<file path="config.mk">
export PLATFORM = sky130hd
export DESIGN_NAME = pse_ram
export DESIGN_NICKNAME = d
export VERILOG_FILES = /design/src/rtl/core/pse_ram.sv
export SDC_FILE = /design/constraint.sdc
export NUM_CORES = 1
export LEC_CHECK = 0
export BUFFER_PORTS_ARGS = -buffer_cell sky130_fd_sc_hd__buf_2
export CORE_MARGIN = 4
export CORE_UTILIZATION = 65
export CTS_BUF_LIST = sky130_fd_sc_hd__clkbuf_2
export CTS_CLUSTER_DIAMETER = 30
export DETAILED_ROUTE_END_ITERATION = 6
export PLACE_DENSITY = 0.93
export SKIP_LAST_GASP = 1
export SLEW_MARGIN = 20
export SYNTH_ARGS = -nofsm -noshare
export SYNTH_HDL_FRONTEND = slang
export SYNTH_SLANG_ARGS = --single-unit
</file>
<file path="constraint.sdc">
create_clock -name clk -period 12.68 [get_ports clk]
set_input_delay 0.634 -clock clk [delete_from_list [all_inputs] [get_ports clk]]
set_output_delay 0.634 -clock clk [all_outputs]
set_load 0.02 [all_outputs]
</file>
<file path="src/rtl/core/pse_ram.sv">
// Generic single-write, single-read RAM with registered read data.
`timescale 1ns / 1ps

module pse_ram #(
  parameter int WIDTH = 64,
  parameter int DEPTH = 16
) (
  input  logic                     clk,
  input  logic                     we,
  input  logic [$clog2(DEPTH)-1:0] waddr,
  input  logic [WIDTH-1:0]         wdata,
  input  logic [$clog2(DEPTH)-1:0] raddr,
  output logic [WIDTH-1:0]         rdata
);

  logic [WIDTH-1:0] mem [DEPTH];

  // Write port and registered read port.
  always_ff @(posedge clk) begin
    if (we) begin
      mem[waddr] <= wdata;
    end
    rdata <= mem[raddr];
  end

endmodule

</file>
**Word level (Yosys, flattened, before mapping)**

Memory sizes are Yosys's and may differ from the RTL's. A register that Yosys moved wholly into a read port is not among the register bits.
Cells that the tools add are included.

- Mux-type cells: 2

Operator list:

| cell | count |
|---|---|
| $mux 1 | 2 |

- Register bits after elaboration: 0
- Bits in writable memories: 1024
- Input bits: 74
- Output and inout port bits: 64
- Memories kept: 1

Memory list:

| name | depth | bits a word | read ports | clocked after Yosys merged registers in | wr ports | line | source |
|---|---|---|---|---|---|---|---|
| mem | 16 | 64 | 1 | 1 | 1 | 16 | `logic [WIDTH-1:0] mem [DEPTH];` |

**Logic depth before layout (Yosys ltp)**

Gate-level depths: netlist (run 1).

- Word-level depth: 2
- Depth in mapped cells: 6
- Depth with buffers taken out: 3

**Least setup slack after synthesis (run 1)**

Ideal clock, no wire load.

- Kind: input-to-reg
- Start: input waddr[2]
- End: memory mem[0][0], enable pin
- Arrival: 5497 ps
- Data required time: 12115 ps
- Slack: 6617 ps
- Cell stages on the path: 2
- Buffers on the path: 0
- Path through: or3b_2 nor3_1

RTL lines:

| what | line | source |
|---|---|---|
| from (decl) | 10 | `input logic [$clog2(DEPTH)-1:0] waddr,` |
| to (decl) | 16 |  |

No word-level cell before the write port.

**Worst setup path in the final report (run 1)**

- Start: input waddr[3]
- End: memory mem[6][8], enable pin

No word-level cell before the write port.

==> results of run 1 <==
## cell families (layout without fill, tap and decap cells)
group / count (synthesis) / count (layout) / share of synthesized area, %
AO/OA/AOI/OAI: 128 / 128 / 2.43
buffers and inverters: 84 / 769 / 1.14
flip-flops: 1088 / 1088 / 80.9
multiplexers: 256 / 256 / 14.6
other: 0 / 2 / 0
AND/OR/NAND/NOR: 91 / 91 / 0.942
## cell usage in the layout (no fill, tap or decap)
cell type / Yosys / layout
nor2_4: 0 / 13
clkinv_1: 0 / 51
dlygate4sd3_1: 0 / 157
buf_8: 0 / 2
clkbuf_2: 0 / 365
nand3b_1: 2 / 2
clkinvlp_4: 0 / 3
bufinv_16: 0 / 5
nand2_1: 65 / 65
buf_12: 0 / 3
dfxtp_1: 64 / 64
buf_6: 13 / 2
nand3_1: 1 / 1
clkinv_2: 0 / 12
nor3_2: 0 / 4
or3b_2: 1 / 1
inv_2: 0 / 7
a22oi_1: 128 / 128
nor2b_4: 0 / 2
diode_2: 0 / 2
buf_2: 13 / 135
mux4_2: 256 / 256
nand2b_1: 2 / 2
buf_4: 6 / 27
edfxtp_1: 1024 / 1024
and2_4: 0 / 1
## power by group through the flow
| stage | Clock (mW) | Sequential [mW] | Combinational, mW |
|---|---|---|---|
| 2_1_floorplan | 0 | 4.15 | 0.191 |
| 3_3_place_gp | 0 | 4.12 | 0.344 |
| 3_5_place_dp | 0 | 4.13 | 0.364 |
| 4_1_cts | 2.22 | 4.05 | 0.407 |
| 5_1_grt | 2.52 | 4.06 | 0.440 |
| 6_report | 2.29 | 4.06 | 0.422 |
## sequential cells by signal, indices dropped and copies added (netlist names)
register  cells
rdata        64
mem        1024
## final timing paths
| path | startpoint | depth (start not counted) | to | slack, ns |
|---|---|---|---|---|
| max | waddr[3] | 6 | mem[6][8]$_DFFE_PP_ | 9.77 |
| min | wdata[1] | 2 | mem[0][1]$_DFFE_PP_ | 0.1 |
| max reg2reg | mem[3][17]$_DFFE_PP_ | 4 | rdata[17]$_DFF_P_ | 10.89 |
| min reg2reg | mem[15][23]$_DFFE_PP_ | 3 | rdata[23]$_DFF_P_ | 0.64 |
## critical path, cell delays in order
cell and delay, ns:
dlygate4sd3_1 0.56, buf_2 0.16, nand3b_1 0.21, dlygate4sd3_1 0.74, nor2_4 0.65, buf_4 0.95
## per-stage QoR
| step | hold slack (ns) | util [%] | setup WS (ns) | power (mW) | cells |
|---|---|---|---|---|---|
| 2_1_floorplan | 0.635 | - | 6.62 | 4.34 | 1647 |
| 3_3_place_gp | 0.645 | 68.2 | 9.28 | 4.46 | 2512 |
| 3_5_place_dp | 0.657 | 68.3 | 9.21 | 4.49 | 2513 |
| 4_1_cts | 0.000608 | 74.6 | 9.79 | 6.68 | 3113 |
| 5_1_grt | 0.0200 | 74.7 | 9.63 | 7.02 | 3115 |
| 6_report | 0.0952 | 74.7 | 9.77 | 6.77 | 3116 |
## timing repair
action | 4_1_cts | 5_1_grt
hold endpoints to repair | 1316 | 0
gates resized for setup | 0 | 0
hold buffers | 157 | 0
## final cells by class
cell class / instances / area (µm²) / share of cell area, %
Sequential cell: 1088 / 32000 / 71.0
Tap cell: 782 / 978 / 2.17
Clock buffer: 365 / 1830 / 4.05
Multi-Input combinational cell: 475 / 7230 / 16.0
Antenna cell: 2 / 5.00 / 0.0111
Timing Repair Buffer: 326 / 2560 / 5.68
Clock inverter: 78 / 450 / 0.999
## per-layer routing
| layer | GRT usage, % | part of all wire, % | vias up |
|---|---|---|---|
| met4 | 15.7 | 5.2 | 2 |
| met1 | 40.5 | 31 | 10600 |
| li1 | - | - | 8165 |
| met3 | 7.40 | 12 | 356 |
| met2 | 53.2 | 51 | 2051 |
| met5 | 0 | 0.013 | - |
==> qor.csv, run 1 <==
stage;metric;value;unit
sta;final setup fails;0;
synthesis;Mapped Avg Cell Area;24.0;µm²
sta;FMAX;343;MHz
synthesis;Netlist cell types;18;
clocking;CTS clk-pin slew, worst paths;0.18;ns
die;die area;64900;µm²
cells_and_area;layout cells sized above 1;35.9;%
die;total core area;60400;µm²
clocking;# H-tree levels;4;
synthesis;ranking of synthesized cells by area;edfxtp_1 (78%), mux4_2 (15%), dfxtp_1 (3.2%), a22oi_1 (2.4%), nand2_1 (0.62%);
sta;fin. max-slew vios;0;
synthesis;Post-Synthesis Cells;1647;
pwr;combinational power share;6.2;%
die;number of core rows;90;
pwr;switch share;25.3;%
drt;WL per Instance;33.3;µm
setup_path;worst path arrival time;3.94;ns
drt;drc violations;0;
synthesis;Synth async-reset ratio;0;%
clocking;CTS tree;done;
drt;routed via count;21200;
clocking;later-pin clock latency in the skew report;1.46;ns
synthesis;most instantiated cells after synthesis;edfxtp_1 (1024), mux4_2 (256), a22oi_1 (128);
drt;Post-Route WL;104;mm
pwr;sw power;1.71;mW
clocking;maximum buffer depth of the clock tree;3;
cells_and_area;Layout Nets;2202;
synthesis;Post-Syn Nets;1721;
min_path;worst hold path class;input pin to flop;
grt;pin count of the biggest net entering global routing;171;
synthesis;ys flop type;edfxtp_1;
sta;Least-Margin Pin Slew;1.25;ns
placement;Placed Area;41200;µm²
run;max cap viols;0;
setup_path;Worst Setup End Kind;flop;
clocking;Root Driver;clkbuf_2;
sta;Clock Skew;0.0793;ns
sta;max_slew headroom;16.9;%
pwr;share of total power in the clock network;33.9;%
grt;grt ovf;0;
pwr;Sequential Power Share;59.9;%
sta;RSZ-0062 raised after global routing;no;
die;Die W;255;µm
drt;TritonRoute pass-1 iters;6;
pwr;Leakage;15.1;nW
synthesis;Yosys reg bits;1088;
sta;final hold violation count;0;
drt;antenna-violating nets left;0;
cells_and_area;Final Cell Area;45100;µm²
setup_path;critical path class;input pin to flop;
grt;vias in the first global route;22200;
placement;gpl congestion;0.723;
placement;buffers added on ports;137;
clocking;CTS sink count;1088;
status;run status;complete, no violations;
synthesis;count leader, synth;edfxtp_1;
cells_and_area;Layout area overhead;13.9;%
clocking;total CTS buffers;237;
pwr;pwr dens;150;nW/µm²
sta;Tmin final;2.91;ns
die;initial core utilization;65.6;%
pwr;Max rail drop VDD;0.102;mV
placement;Detailed Place HPWL;47.0;mm
setup_path;Worst setup SP type;input pin;
cells_and_area;Layout fillers;3051;
synthesis;cell taking the most area after synthesis;edfxtp_1;
die;Die H;255;µm
grt;first-pass GRT wire length;147;mm
synthesis;Syn. warnings;0;
sta;setup_tns;0;ns
sta;Tcrit/Tclk final;23.0;%
grt;gr usage total;31.9;%
synthesis;EDFF count, synth;1024;
setup_path;CP max FO;47;
pwr;internal cell power;5.06;mW
grt;antenna violations before repair;4;
drt;Iter 0 DRT Violations;3605;
drt;DR vias/cell;6.80;
setup_path;worst endpoint required time;13.71;ns
clocking;postcts setup bufs;0;
die;IO Pins;138;
synthesis;area share of the largest cell type after synthesis;77.7;%
synthesis;sequential share of the synthesized area;80.9;%
synthesis;cell area after synthesis;39600;µm²
No activity file was read; power rests on OpenSTA's default activity.
==> inputs of run 2 (changes only) <==
CORE_UTILIZATION = 64   (was 65)
PLACE_DENSITY = 0.92   (was 0.93)
clock period = 2.73 ns   (was 12.68 ns; I/O delays follow)
==> run 2 against run 1 <==
The run now ends with negative setup slack left. Worst setup slack lost 9.8 ns. Global-route usage shrank 2.0 points. Critical endpoint is now rdata[10]$_DFF_P_. Routed wire length shrank 6.6%. Design area grew 1.3%. Sequential share of layout area shrank 0.89 points. Clock skew grew 0.0037 ns. Total power grew to 4.6 times the previous value. Flip-flop and latch count is the same. Critical path depth grew 3. First-iteration DRC count shrank 17%.
==> qor.csv, run 2 (synthesis gave the netlist of run 1 again) <==
stage;metric;value;unit;change
run;max cap viols;0;;unchanged
cells_and_area;Largest Register;mem;;
sta;Tmin final;2.77;ns;
die;die area;65900;µm²;+1.5%
clocking;later-pin clock latency in the skew report;1.49;ns;+0.03 ns
cells_and_area;layout cells sized above 1;36.4;%;+0.48 points
pwr;Pwr Total;31.4;mW;+360%
drt;DR vias/cell;6.56;;-3.5%
drt;WL per Instance;30.9;µm;-7.3%
grt;gr usage total;30.0;%;-2.0 points
placement;Placed Area;41700;µm²;+1.1%
cells_and_area;post-route insts no fill;3139;;+0.74%
placement;setup slack after placement;0.781;ns;-8.43 ns
min_path;worst hold path class;input pin to flop;;
grt;first-pass GRT wire length;142;mm;-2.8%
clocking;maximum buffer depth of the clock tree;3;;unchanged
sta;final worst setup slack;-0.0423;ns;-9.81 ns
setup_path;R2R setup slack;0.29;ns;-10.60 ns
drt;Post-Route WL;96.9;mm;-6.6%
clocking;Root Driver;clkbuf_2;;
cells_and_area;Layout area overhead;15.4;%;
clocking;total CTS buffers;241;;+1.7%
die;initial core utilization;65.1;%;-0.49 points
clocking;CTS tree;done;;
sta;Clock Skew;0.0830;ns;+0.00369 ns
grt;pin count of the biggest net entering global routing;66;;-61%
sta;fin. max-slew vios;0;;unchanged
sta;final hold violation count;0;;unchanged
drt;Iter 0 DRT Violations;2987;;-17%
sta;max_slew headroom;35.9;%;+19 points
pwr;Leakage;15.4;nW;+1.5%
min_path;Worst Hold Depth;5;;+3
die;IO Pins;138;;unchanged
grt;antenna violations before repair;8;;+4
sta;final setup fails;1;;+1
setup_path;delay-heaviest family, CP;buffers and inverters;;
cells_and_area;Layout Nets;2218;;+0.73%
setup_path;stages on the worst setup path;9;;+3
setup_path;critical path class;input pin to flop;;
drt;TritonRoute pass-1 iters;5;;-1
setup_path;worst endpoint required time;4.12;ns;-9.59 ns
setup_path;CP most frequent cell;dlygate4sd3_1;;
pwr;Max rail drop VDD;0.424;mV;+320%
clocking;CTS clk-pin slew, worst paths;0.13;ns;-0.05 ns
setup_path;CP Buf/Inv Count;6;;+2
placement;gpl congestion;0.720;;-0.47%
setup_path;CP Cell Sequence;dlygate4sd3_1, buf_2, dlygate4sd3_1, nor2b_4, dlygate4sd3_1, a22oi_1, dlygate4sd3_1, nand2_1, dlygate4sd3_1;;
die;Die W;257;µm;+0.75%
drt;antenna-violating nets left;0;;unchanged
setup_path;CP startpoint;raddr[2];;
sta;Tcrit/Tclk final;102;%;
placement;buffers added on ports;137;;unchanged
cells_and_area;max FFs per register;1024;;unchanged
cells_and_area;Final Util;75.1;%;+0.39 points
setup_path;worst path arrival time;4.17;ns;+0.23 ns
drt;drc violations;0;;unchanged
grt;vias in the first global route;22100;;-0.46%
cells_and_area;highest-count cells in the layout ignoring fill and taps;edfxtp_1 (1024), clkbuf_2 (378), mux4_2 (256);;
setup_path;Reg-to-Reg End;rdata[63]$_DFF_P_;;
cells_and_area;Final Cell Area;45700;µm²;+1.3%
status;run status;finished, violations left;;
clocking;# H-tree levels;4;;unchanged
sta;FMAX;361;MHz;
sta;Least-Margin Pin Slew;0.959;ns;-0.287 ns
pwr;pwr dens;688;nW/µm²;+360%
die;Die H;257;µm;+0.75%
drt;routed via count;20600;;-2.8%
setup_path;Worst Reg-to-Reg Cells;5;;+1
clocking;postcts setup bufs;0;;unchanged
grt;grt ovf;0;;unchanged
setup_path;peak per-stage delay on the critical path;1.03;ns;+0.08 ns
setup_path;Worst Setup End Kind;flop;;
sta;RSZ-0062 raised after global routing;no;;
cells_and_area;Largest regs;mem x1024, rdata x64;;
placement;Detailed Place HPWL;45.1;mm;-4.1%
die;number of core rows;90;;unchanged
clocking;CTS sink count;1088;;unchanged
cells_and_area;commonest non-fill, non-tap cell in the layout;edfxtp_1;;
setup_path;CP max FO;10;;-79%
setup_path;Worst setup SP type;input pin;;
setup_path;RR Startpoint;mem[2][63]$_DFFE_PP_;;
die;total core area;60800;µm²;+0.75%
setup_path;slowest CP cell;dlygate4sd3_1;;
setup_path;crit path to;rdata[10]$_DFF_P_;;
status;failing checks;negative setup slack;;
placement;Cells after DPL;2523;;+0.40%
[run 2: layout make-up]
type                            count  area (µm²)
Antenna cell                        6        15.0
Clock buffer                      378        1890
Clock inverter                     72         472
Fill cell                        3011       15100
Tap cell                          782         978
Timing Repair Buffer              338        3010
Multi-Input combinational cell    475        7260
Sequential cell                  1088       32000
[run 2: worst min-delay path by stage]
stage	slack [ns]	to	start
final	0.15	mem[11][8]$_DFFE_PP_	waddr[1]
after global routing	0.05	mem[11][8]$_DFFE_PP_	waddr[0]
after global placement	0.48	mem[8][47]$_DFFE_PP_	wdata[47]
after floorplan	0.24	mem[0][0]$_DFFE_PP_	wdata[0]
after detailed placement	0.52	mem[10][13]$_DFFE_PP_	wdata[13]
after CTS	0.001	mem[11][8]$_DFFE_PP_	waddr[1]
[run 2: per-layer routing]
layer	global-route usage [%]	vias up	routed length (µm)
met4	13.9	4	4230
li1	-	8233	-
met3	7.64	302	11200
met1	38.5	10400	31900
met5	0	-	27
met2	49.2	1675	49600
[run 2: what timing repair did]
item	4_1_cts	5_1_grt
resized for setup	0	0
hold buffers	160	0
endpoints found under the hold margin	2112	0
[run 2: power breakdown]
part           total [mW]  switching [mW]  internal (mW)
Clock                10.6            6.27           4.33
Combinational        2.00            1.16          0.837
Sequential           18.8           0.164           18.7
[run 2: metrics by stage]
stage,hold WS [ns],setup TNS [ns]
final,0.151,-0.0423
after global routing,0.0499,0
after CTS,0.00138,0
after detailed placement,0.521,0
after global placement,0.485,0
after floorplan,0.235,-551.03
[run 2: worst min-delay path, delay by kind of cell]
kind                   cells  cell delay (ns)
and+or+nand+nor            2             0.38
buffers and inverters      3             0.90
