[src/rtl/core/pse_pkg.sv]
// Shared constants, codes and the control store of the postfix stack evaluator.
`timescale 1ns / 1ps

package pse_pkg;

  // Stack geometry and field widths.
  localparam int STACK_DEPTH = 16;
  localparam int LEVEL_W     = $clog2(STACK_DEPTH + 1);
  localparam int ADDR_W      = $clog2(STACK_DEPTH);
  localparam int DATA_W      = 64;
  localparam int HALF_W      = DATA_W / 2;
  localparam int KIND_W      = 3;
  localparam int STATUS_W    = 2;

  // Token kinds.
  localparam logic [KIND_W-1:0] KIND_LITERAL  = 3'd0;
  localparam logic [KIND_W-1:0] KIND_VARIABLE = 3'd1;
  localparam logic [KIND_W-1:0] KIND_ADD      = 3'd2;
  localparam logic [KIND_W-1:0] KIND_SUB      = 3'd3;
  localparam logic [KIND_W-1:0] KIND_MUL      = 3'd4;
  localparam logic [KIND_W-1:0] KIND_POW      = 3'd5;

  // Result status codes.
  localparam logic [STATUS_W-1:0] STATUS_OK        = 2'd0;
  localparam logic [STATUS_W-1:0] STATUS_UNDERFLOW = 2'd1;
  localparam logic [STATUS_W-1:0] STATUS_OVERFLOW  = 2'd2;

  // Control store geometry.
  localparam int UPC_W  = 5;
  localparam int ACT_W  = 4;
  localparam int COND_W = 4;

  // Step addresses of the program.
  localparam logic [UPC_W-1:0] S_DISPATCH = 5'd0;
  localparam logic [UPC_W-1:0] S_PUSH     = 5'd1;
  localparam logic [UPC_W-1:0] S_OPCHK    = 5'd2;
  localparam logic [UPC_W-1:0] S_RDA      = 5'd3;
  localparam logic [UPC_W-1:0] S_LDA      = 5'd4;
  localparam logic [UPC_W-1:0] S_MUL      = 5'd5;
  localparam logic [UPC_W-1:0] S_MWAIT    = 5'd6;
  localparam logic [UPC_W-1:0] S_WRITE    = 5'd7;
  localparam logic [UPC_W-1:0] S_ADDSUB   = 5'd8;
  localparam logic [UPC_W-1:0] S_PINIT    = 5'd9;
  localparam logic [UPC_W-1:0] S_PTEST    = 5'd10;
  localparam logic [UPC_W-1:0] S_PBIT     = 5'd11;
  localparam logic [UPC_W-1:0] S_PMR      = 5'd12;
  localparam logic [UPC_W-1:0] S_PWR      = 5'd13;
  localparam logic [UPC_W-1:0] S_PSQ      = 5'd14;
  localparam logic [UPC_W-1:0] S_PSW      = 5'd15;
  localparam logic [UPC_W-1:0] S_FRD      = 5'd16;
  localparam logic [UPC_W-1:0] S_EMIT     = 5'd17;

  // Datapath actions.
  localparam logic [ACT_W-1:0] A_NOP      = 4'd0;
  localparam logic [ACT_W-1:0] A_PUSH     = 4'd1;
  localparam logic [ACT_W-1:0] A_CHECK    = 4'd2;
  localparam logic [ACT_W-1:0] A_RD_A     = 4'd3;
  localparam logic [ACT_W-1:0] A_LD_A     = 4'd4;
  localparam logic [ACT_W-1:0] A_MUL_AB   = 4'd5;
  localparam logic [ACT_W-1:0] A_CAP_RES  = 4'd6;
  localparam logic [ACT_W-1:0] A_WRITE    = 4'd7;
  localparam logic [ACT_W-1:0] A_ALU      = 4'd8;
  localparam logic [ACT_W-1:0] A_POW_INIT = 4'd9;
  localparam logic [ACT_W-1:0] A_MUL_RB   = 4'd10;
  localparam logic [ACT_W-1:0] A_MUL_BB   = 4'd11;
  localparam logic [ACT_W-1:0] A_CAP_BASE = 4'd12;
  localparam logic [ACT_W-1:0] A_EMIT     = 4'd13;

  // Branch conditions.
  localparam logic [COND_W-1:0] C_NEXT    = 4'd0;
  localparam logic [COND_W-1:0] C_ALWAYS  = 4'd1;
  localparam logic [COND_W-1:0] C_DISP    = 4'd2;
  localparam logic [COND_W-1:0] C_UNDER   = 4'd3;
  localparam logic [COND_W-1:0] C_OPSEL   = 4'd4;
  localparam logic [COND_W-1:0] C_MULDONE = 4'd5;
  localparam logic [COND_W-1:0] C_EXPNP   = 4'd6;
  localparam logic [COND_W-1:0] C_EXPZERO = 4'd7;
  localparam logic [COND_W-1:0] C_BITCLR  = 4'd8;
  localparam logic [COND_W-1:0] C_NOTLAST = 4'd9;
  localparam logic [COND_W-1:0] C_OUTFREE = 4'd10;

  // One control word: what the datapath does and where the program goes.
  typedef struct packed {
    logic [ACT_W-1:0]  act;
    logic [COND_W-1:0] cond;
    logic [UPC_W-1:0]  target;
  } uword_t;

  // Read-only program.
  function automatic uword_t ucode(input logic [UPC_W-1:0] step);
    uword_t w;
    case (step)
      S_DISPATCH: w = '{A_NOP,      C_DISP,    S_DISPATCH};
      S_PUSH:     w = '{A_PUSH,     C_ALWAYS,  S_FRD};
      S_OPCHK:    w = '{A_CHECK,    C_UNDER,   S_FRD};
      S_RDA:      w = '{A_RD_A,     C_NEXT,    S_DISPATCH};
      S_LDA:      w = '{A_LD_A,     C_OPSEL,   S_DISPATCH};
      S_MUL:      w = '{A_MUL_AB,   C_NEXT,    S_DISPATCH};
      S_MWAIT:    w = '{A_CAP_RES,  C_MULDONE, S_WRITE};
      S_WRITE:    w = '{A_WRITE,    C_ALWAYS,  S_FRD};
      S_ADDSUB:   w = '{A_ALU,      C_ALWAYS,  S_WRITE};
      S_PINIT:    w = '{A_POW_INIT, C_EXPNP,   S_WRITE};
      S_PTEST:    w = '{A_NOP,      C_EXPZERO, S_WRITE};
      S_PBIT:     w = '{A_NOP,      C_BITCLR,  S_PSQ};
      S_PMR:      w = '{A_MUL_RB,   C_NEXT,    S_DISPATCH};
      S_PWR:      w = '{A_CAP_RES,  C_MULDONE, S_PSQ};
      S_PSQ:      w = '{A_MUL_BB,   C_NEXT,    S_DISPATCH};
      S_PSW:      w = '{A_CAP_BASE, C_MULDONE, S_PTEST};
      S_FRD:      w = '{A_NOP,      C_NOTLAST, S_DISPATCH};
      S_EMIT:     w = '{A_EMIT,     C_OUTFREE, S_DISPATCH};
      default:    w = '{A_NOP,      C_ALWAYS,  S_DISPATCH};
    endcase
    return w;
  endfunction

  // Entry step for a freshly accepted token.
  function automatic logic [UPC_W-1:0] disp_step(input logic [KIND_W-1:0] k);
    logic [UPC_W-1:0] s;
    case (k)
      KIND_LITERAL, KIND_VARIABLE:          s = S_PUSH;
      KIND_ADD, KIND_SUB, KIND_MUL, KIND_POW: s = S_OPCHK;
      default:                              s = S_FRD;
    endcase
    return s;
  endfunction

  // Operator step once both operands are loaded.
  function automatic logic [UPC_W-1:0] opsel_step(input logic [KIND_W-1:0] k);
    logic [UPC_W-1:0] s;
    case (k)
      KIND_MUL: s = S_MUL;
      KIND_POW: s = S_PINIT;
      default:  s = S_ADDSUB;
    endcase
    return s;
  endfunction

endpackage

[src/rtl/core/pse_mul.sv]
// Iterative 64-bit wrapping multiplier built on one shared 32x32 multiplier.
`timescale 1ns / 1ps

module pse_mul (
  input  logic                       clk,
  input  logic                       rst,
  input  logic                       start,
  input  logic [pse_pkg::DATA_W-1:0] x,
  input  logic [pse_pkg::DATA_W-1:0] y,
  output logic                       done,
  output logic [pse_pkg::DATA_W-1:0] p
);
  import pse_pkg::*;

  logic [DATA_W-1:0] x_r;
  logic [DATA_W-1:0] y_r;
  logic [1:0]        cnt;
  logic              busy;
  logic [DATA_W-1:0] pp0;
  logic [HALF_W-1:0] pp1;
  logic [HALF_W-1:0] pp2;
  logic [HALF_W-1:0] ma;
  logic [HALF_W-1:0] mb;
  logic [DATA_W-1:0] prod;
  logic [HALF_W-1:0] cross_sum;

  // Operand select: low by low, then the two cross terms.
  always_comb begin
    case (cnt)
      2'd0: begin
        ma = x_r[HALF_W-1:0];
        mb = y_r[HALF_W-1:0];
      end
      2'd1: begin
        ma = x_r[HALF_W-1:0];
        mb = y_r[DATA_W-1:HALF_W];
      end
      default: begin
        ma = x_r[DATA_W-1:HALF_W];
        mb = y_r[HALF_W-1:0];
      end
    endcase
  end

  assign prod      = DATA_W'(ma) * DATA_W'(mb);
  assign cross_sum = pp1 + pp2;

  // Sequencing control.
  always_ff @(posedge clk) begin
    if (rst) begin
      busy <= 1'b0;
      done <= 1'b0;
      cnt  <= 2'd0;
    end else begin
      done <= busy && (cnt == 2'd3);
      if (start) begin
        busy <= 1'b1;
        cnt  <= 2'd0;
      end else if (busy) begin
        cnt <= cnt + 2'd1;
        if (cnt == 2'd3) begin
          busy <= 1'b0;
        end
      end
    end
  end

  // Partial products; only the low half of each cross term reaches the result.
  always_ff @(posedge clk) begin
    if (start) begin
      x_r <= x;
      y_r <= y;
    end
    if (busy) begin
      case (cnt)
        2'd0:    pp0 <= prod;
        2'd1:    pp1 <= prod[HALF_W-1:0];
        2'd2:    pp2 <= prod[HALF_W-1:0];
        default: p   <= pp0 + {cross_sum, {HALF_W{1'b0}}};
      endcase
    end
  end

endmodule

[config.mk]
export PLATFORM = sky130hd
export DESIGN_NAME = pse_mul
export DESIGN_NICKNAME = d
export VERILOG_FILES = /design/src/rtl/core/pse_pkg.sv /design/src/rtl/core/pse_mul.sv
export SDC_FILE = /design/constraint.sdc
export NUM_CORES = 2
export LEC_CHECK = 0
export ABC_AREA = 1
export BUFFER_PORTS_ARGS = -buffer_cell sky130_fd_sc_hd__clkbuf_2
export CORE_MARGIN = 1.5
export CORE_UTILIZATION = 35
export DETAILED_ROUTE_END_ITERATION = 8
export PLACE_DENSITY = 0.47
export SKIP_CTS_REPAIR_TIMING = 1
export SYNTH_ARGS = -nofsm -noshare
export SYNTH_HDL_FRONTEND = slang
export SYNTH_SLANG_ARGS = --single-unit
[constraint.sdc]
create_clock -name clk -period 14.3 [get_ports clk]
set_clock_uncertainty 0.05 [all_clocks]
set_input_delay 4.29 -clock clk [delete_from_list [all_inputs] [get_ports clk]]
set_output_delay 4.29 -clock clk [all_outputs]
set_load 0.02 [all_outputs]
Word-level counts from Yosys, hierarchy flattened:

Index checks and enable logic that the tools add are counted.

* flip-flop bits (word level): 324
* latch bits: 0
* bits in writable memories: 0
* bits in read-only memories: 0
* bits of input ports: 131
* word-level logic and storage cells: 31
* memories kept: 0

* add/subtract/negate cells: 3
* $mul: 1
* divide/modulo/power cells: 0
* order comparisons: 0
* equality and inequality tests: 3
* shifts and indexed selects: 0
* multiplexer cells: 5
* bitwise gates (word level): 1
* reduce and logical (&&, ||, !) cells: 9

Operator list (count)
* 64-bit adder: 1
* 32-bit by 32-bit multiplier with 64-bit output: 1
* 32-bit two-way mux: 2
* 32-bit adder: 1
* 2-bit AND reduction: 4
* 2-bit equality test (second input constant): 2
* 2-bit OR reduction: 2
* 1-bit two-way mux: 3
* 3-bit OR reduction: 1
* 2-bit by 1-bit adder with 2-bit output (second input constant): 1
* 2-bit by 1-bit equality test with 1-bit output (second input constant): 1
* 2-bit logical NOT: 1
* 1-bit logical AND: 1
* 1-bit inverter: 1

Longest topological paths before layout:

* depth after elaboration: 4
* depth in mapped cells: 38
* depth with buffers taken out: 36

Worst setup path after synthesis:

Ideal clock, no wire load.

* path kind: reg2reg
* from: register cnt[0]
* to: register pp0[58] (data pin)
* arrival: 6.940 ns
* data required time: 13.997 ns
* setup slack: 7.057 ns
* cell stages (with the launch flop): 33
* clock period less this slack: 7.243 ns
* cell sequence: dfxtp_1 -> inv_1 -> ha_1 -> nor2_4 -> inv_2 -> buf_2 -> or2_0 -> o21ai_2 -> buf_6 -> buf_6 -> nor2_1 -> fa_1 -> fa_1 -> inv_1 -> fa_1 -> fa_1 -> fa_1 -> inv_1 -> fa_1 -> fa_1 -> inv_1 -> fa_1 -> inv_1 -> ha_1 -> nand2_1 -> nor2_1 -> nand2_1 -> nor2_1 -> nand2_1 -> nand3_1 -> nand2_1 -> nand4_1 -> nand2_1

* longest elaborated chain between the ends: 4

Ends and longest elaborated chain
* from (decl): line pse_mul.sv:17 `logic [1:0] cnt;`
* from (signal assigned): line pse_mul.sv:60 `cnt <= cnt + 2'd1;`
* 2-bit by 1-bit equality test with 1-bit output / 2-bit logical NOT (equally long branches): line pse_mul.sv:29 `case (cnt)`
* 2-bit OR reduction (no source line)
* 32-bit two-way mux: line pse_mul.sv:29
* 32-bit by 32-bit multiplier with 64-bit output *: line pse_mul.sv:45 `assign prod = DATA_W'(ma) * DATA_W'(mb);`
* net prod[58]: line pse_mul.sv:24 `logic [DATA_W-1:0] prod;`
* to (signal assigned): line pse_mul.sv:76 `2'd0: pp0 <= prod;`
* to (decl): line pse_mul.sv:19 `logic [DATA_W-1:0] pp0;`

Mark *: on every way through the listed nets, which the timed path passes. The rest lies on a longest branch.
A chain may end at the register's enable or synchronous reset.

Worst setup path after layout:

* from: register cnt[0]
* to: register pp0[36] (data pin)

Same word-level chain as after synthesis.

==> summary.md <==
| Metric | Value |
|---|---|
| Multi-input gate area | 33300 sq um |
| Startpoint type of the worst setup path | flop |
| Antenna violations before repair | 1 |
| Row count | 137 |
| Max incr delay on CP | 0.67 ns |
| Slowest stage cell, crit path | fa_1 |
| CP required | 14.57 ns |
| Clock Latency Late Sink | 0.63 ns |
| RR Startpoint | cnt[0]$_SDFFE_PP0P_ |
| Final setup fails | 0 |
| Synth top area cells | fa_1 (37%), edfxtp_1 (20%), nand2_1 (10%) |
| Global route overflow | 0 |
| Sequential fraction of the synthesis area | 0.197 |
| WL/cell | 22.8 um |
| Residual DRC | 0 |
| Largest net degree at the start of global routing | 74 |
| NumNets Final | 7134 |
| Yosys cell types | 44 |
| Final Hold Violating Endpoints | 0 |
| Number of port buffers | 195 |
| Critical path depth in cells | 31 |
| Vias in the first global route | 39600 |
| Max-Cap Viols | 0 |
| DR vias/cell | 4.83 |
| Setup tns final | 0 ns |
| Hpwl dp | 140 mm |
| Fmax | 108 MHz |
| Initial DRT Pass Iterations | 6 |
| DIE WIDTH | 377 um |
| Clock buffer depth | 3 |
| TritonCTS clock tree | built |
| Ys flop type | edfxtp_1 |
| Post-route ant nets | 0 |
| Die area | 142000 sq um |
| Synth top area share | 0.366 |
| Crit path max fanout | 63 |
| Worst Max-Slew Pin Slew | 1.11 ns |
| Dominant cell type by area after synthesis | fa_1 |
| Post-route clock period utilization | 0.645 |
| Area growth, synth to finish | 8.31% |
| CP arrival | 9.50 ns |
| Slew Viols, Final | 0 |
| First-pass GRT wire length | 259 mm |
| Clock root cell | clkbuf_16 |
| Mapped Nets | 7000 |
| Inst Count DP | 7608 |
| Cell family with most CP delay | adder cells |
| Synthesized area | 49100 sq um |
| Fillers | 14400 |
| Commonest cells post-synth | nand2_1 (1301), inv_1 (1300), fa_1 (898) |
| YS warnings | 0 |
| Initial Util | 0.352 |
| Asr flop ratio synth | 0 |
| DRC marker count from the first detailed-route iteration | 2768 |
| Clk sinks | 324 |
| Most frequent cell after synthesis | nand2_1 |
| Setup crit start | cnt[0]$_SDFFE_PP0P_ |
| H-tree lvl count | 2 |
| Sequential Area | 9690 sq um |
| Routed WL | 175 mm |
| Via count | 37100 |
| EDFF count, synth | 320 |
| Hold crit path type | reg2reg |
| Avg Cell Area, Syn | 8.70 sq um |
| Crit path kind | reg2reg |
| Gate Count Post-Synth | 5640 |
| Height of the die | 377 um |
| Final Non-Filler Cells | 7684 |
| Critical path capture point type | flop |
| Core Area | 139000 sq um |
| CTS Buf Count | 40 |
| Yosys reg bits | 324 |
| Reg2reg path depth | 31 |
| WP buf/inv | 11 |
| GPL Wtd Cong | 0.957 |
| Final Critical Period | 9.22 ns |
| GRT Resource Usage Total | 0.252 |
| Clock transition at path regs | 0.08 ns |
| FF-to-FF setup slack | 5.08 ns |
| Slew headroom | 0.260 |
| Worst flop-to-flop path endpoint | pp0[36]$_DFFE_PP_ |
| Status | finished clean |
| Share of cells above drive strength 1 | 0.0748 |
| RSZ-0062 raised after global routing | false |
| Worst setup endpoint | pp0[36]$_DFFE_PP_ |
| Total I/O pin count | 196 |
## state kept, by name, summed over array words and instances, names as in the netlist
signal  count
busy        1
cnt         2
done        1
p          64
pp0        64
pp1        32
pp2        32
x_r        64
y_r        64
## cells by family after synthesis
group           synth area share
simple gates               0.181
buf+inv                    0.125
fa+ha+maj                  0.451
flops                      0.197
compound gates            0.0326
xor+xnor                  0.0134
## per-layer routing
metal / track usage / up-vias / wire length, um
met2: 0.408 / 1475 / 79500
li1: - / 16900 / -
met1: 0.326 / 18400 / 73000
met3: 0.0495 / 298 / 13900
met5: 0.00206 / - / 35
met4: 0.109 / 2 / 8920
## worst register-to-register path: cells and delay by family, from the launching register on
family                     cells  cell delay, ns
adders and majority gates     10            4.83
and+or+nand+nor                8            1.05
buffers and inverters         11            2.09
DFF                            1            0.49
AOI/OAI and AO/OA              2            0.40
## metrics by stage
| stage | area [sq um] | util | worst slack [ns] | hold WS, ns |
|---|---|---|---|---|
| 2_1_floorplan | 49100 | - | 7.06 | 0.350 |
| 3_3_place_gp | 51800 | 0.372 | 5.08 | 0.351 |
| 3_5_place_dp | 51800 | 0.372 | 5.08 | 0.355 |
| 4_1_cts | 53100 | 0.381 | 5.02 | 0.368 |
| 5_1_grt | 53100 | 0.381 | 4.56 | 0.372 |
| 6_report | 53100 | 0.381 | 5.08 | 0.366 |
## worst min path at each step
stage / startpoint / cells past startpoint / endpoint
floorplan: pp0[0]$_DFFE_PP_ / 0 / p[0]$_DFFE_PP_
global placement: pp0[12]$_DFFE_PP_ / 0 / p[12]$_DFFE_PP_
detailed placement: pp0[11]$_DFFE_PP_ / 0 / p[11]$_DFFE_PP_
CTS: pp0[4]$_DFFE_PP_ / 0 / p[4]$_DFFE_PP_
global route: pp0[8]$_DFFE_PP_ / 0 / p[8]$_DFFE_PP_
finish: pp0[4]$_DFFE_PP_ / 0 / p[4]$_DFFE_PP_
## cell type report
type,instances,area share
well taps,1876,0.0442
inverters,1344,0.0949
repair buffers,260,0.0277
flip-flops and latches,324,0.182
diodes,2,0.0000942
multi-input cells,3804,0.626
clock buffers,50,0.0195
clock inverters,24,0.00485
## layout by cell type (no fill, tap or decap), types with 65 or more instances in the layout
| cell type | count |
|---|---|
| edfxtp_1 | 320 |
| a21oi_1 | 112 |
| fa_1 | 898 |
| nand3_1 | 103 |
| nor2_1 | 747 |
| inv_1 | 1296 |
| nand2_1 | 1301 |
| ha_1 | 330 |
| clkbuf_2 | 194 |
| buf_4 | 65 |
| xor2_1 | 67 |
Power is not shown: default switching activity piles up to over one toggle a cycle in this logic, so the estimate is an artifact.
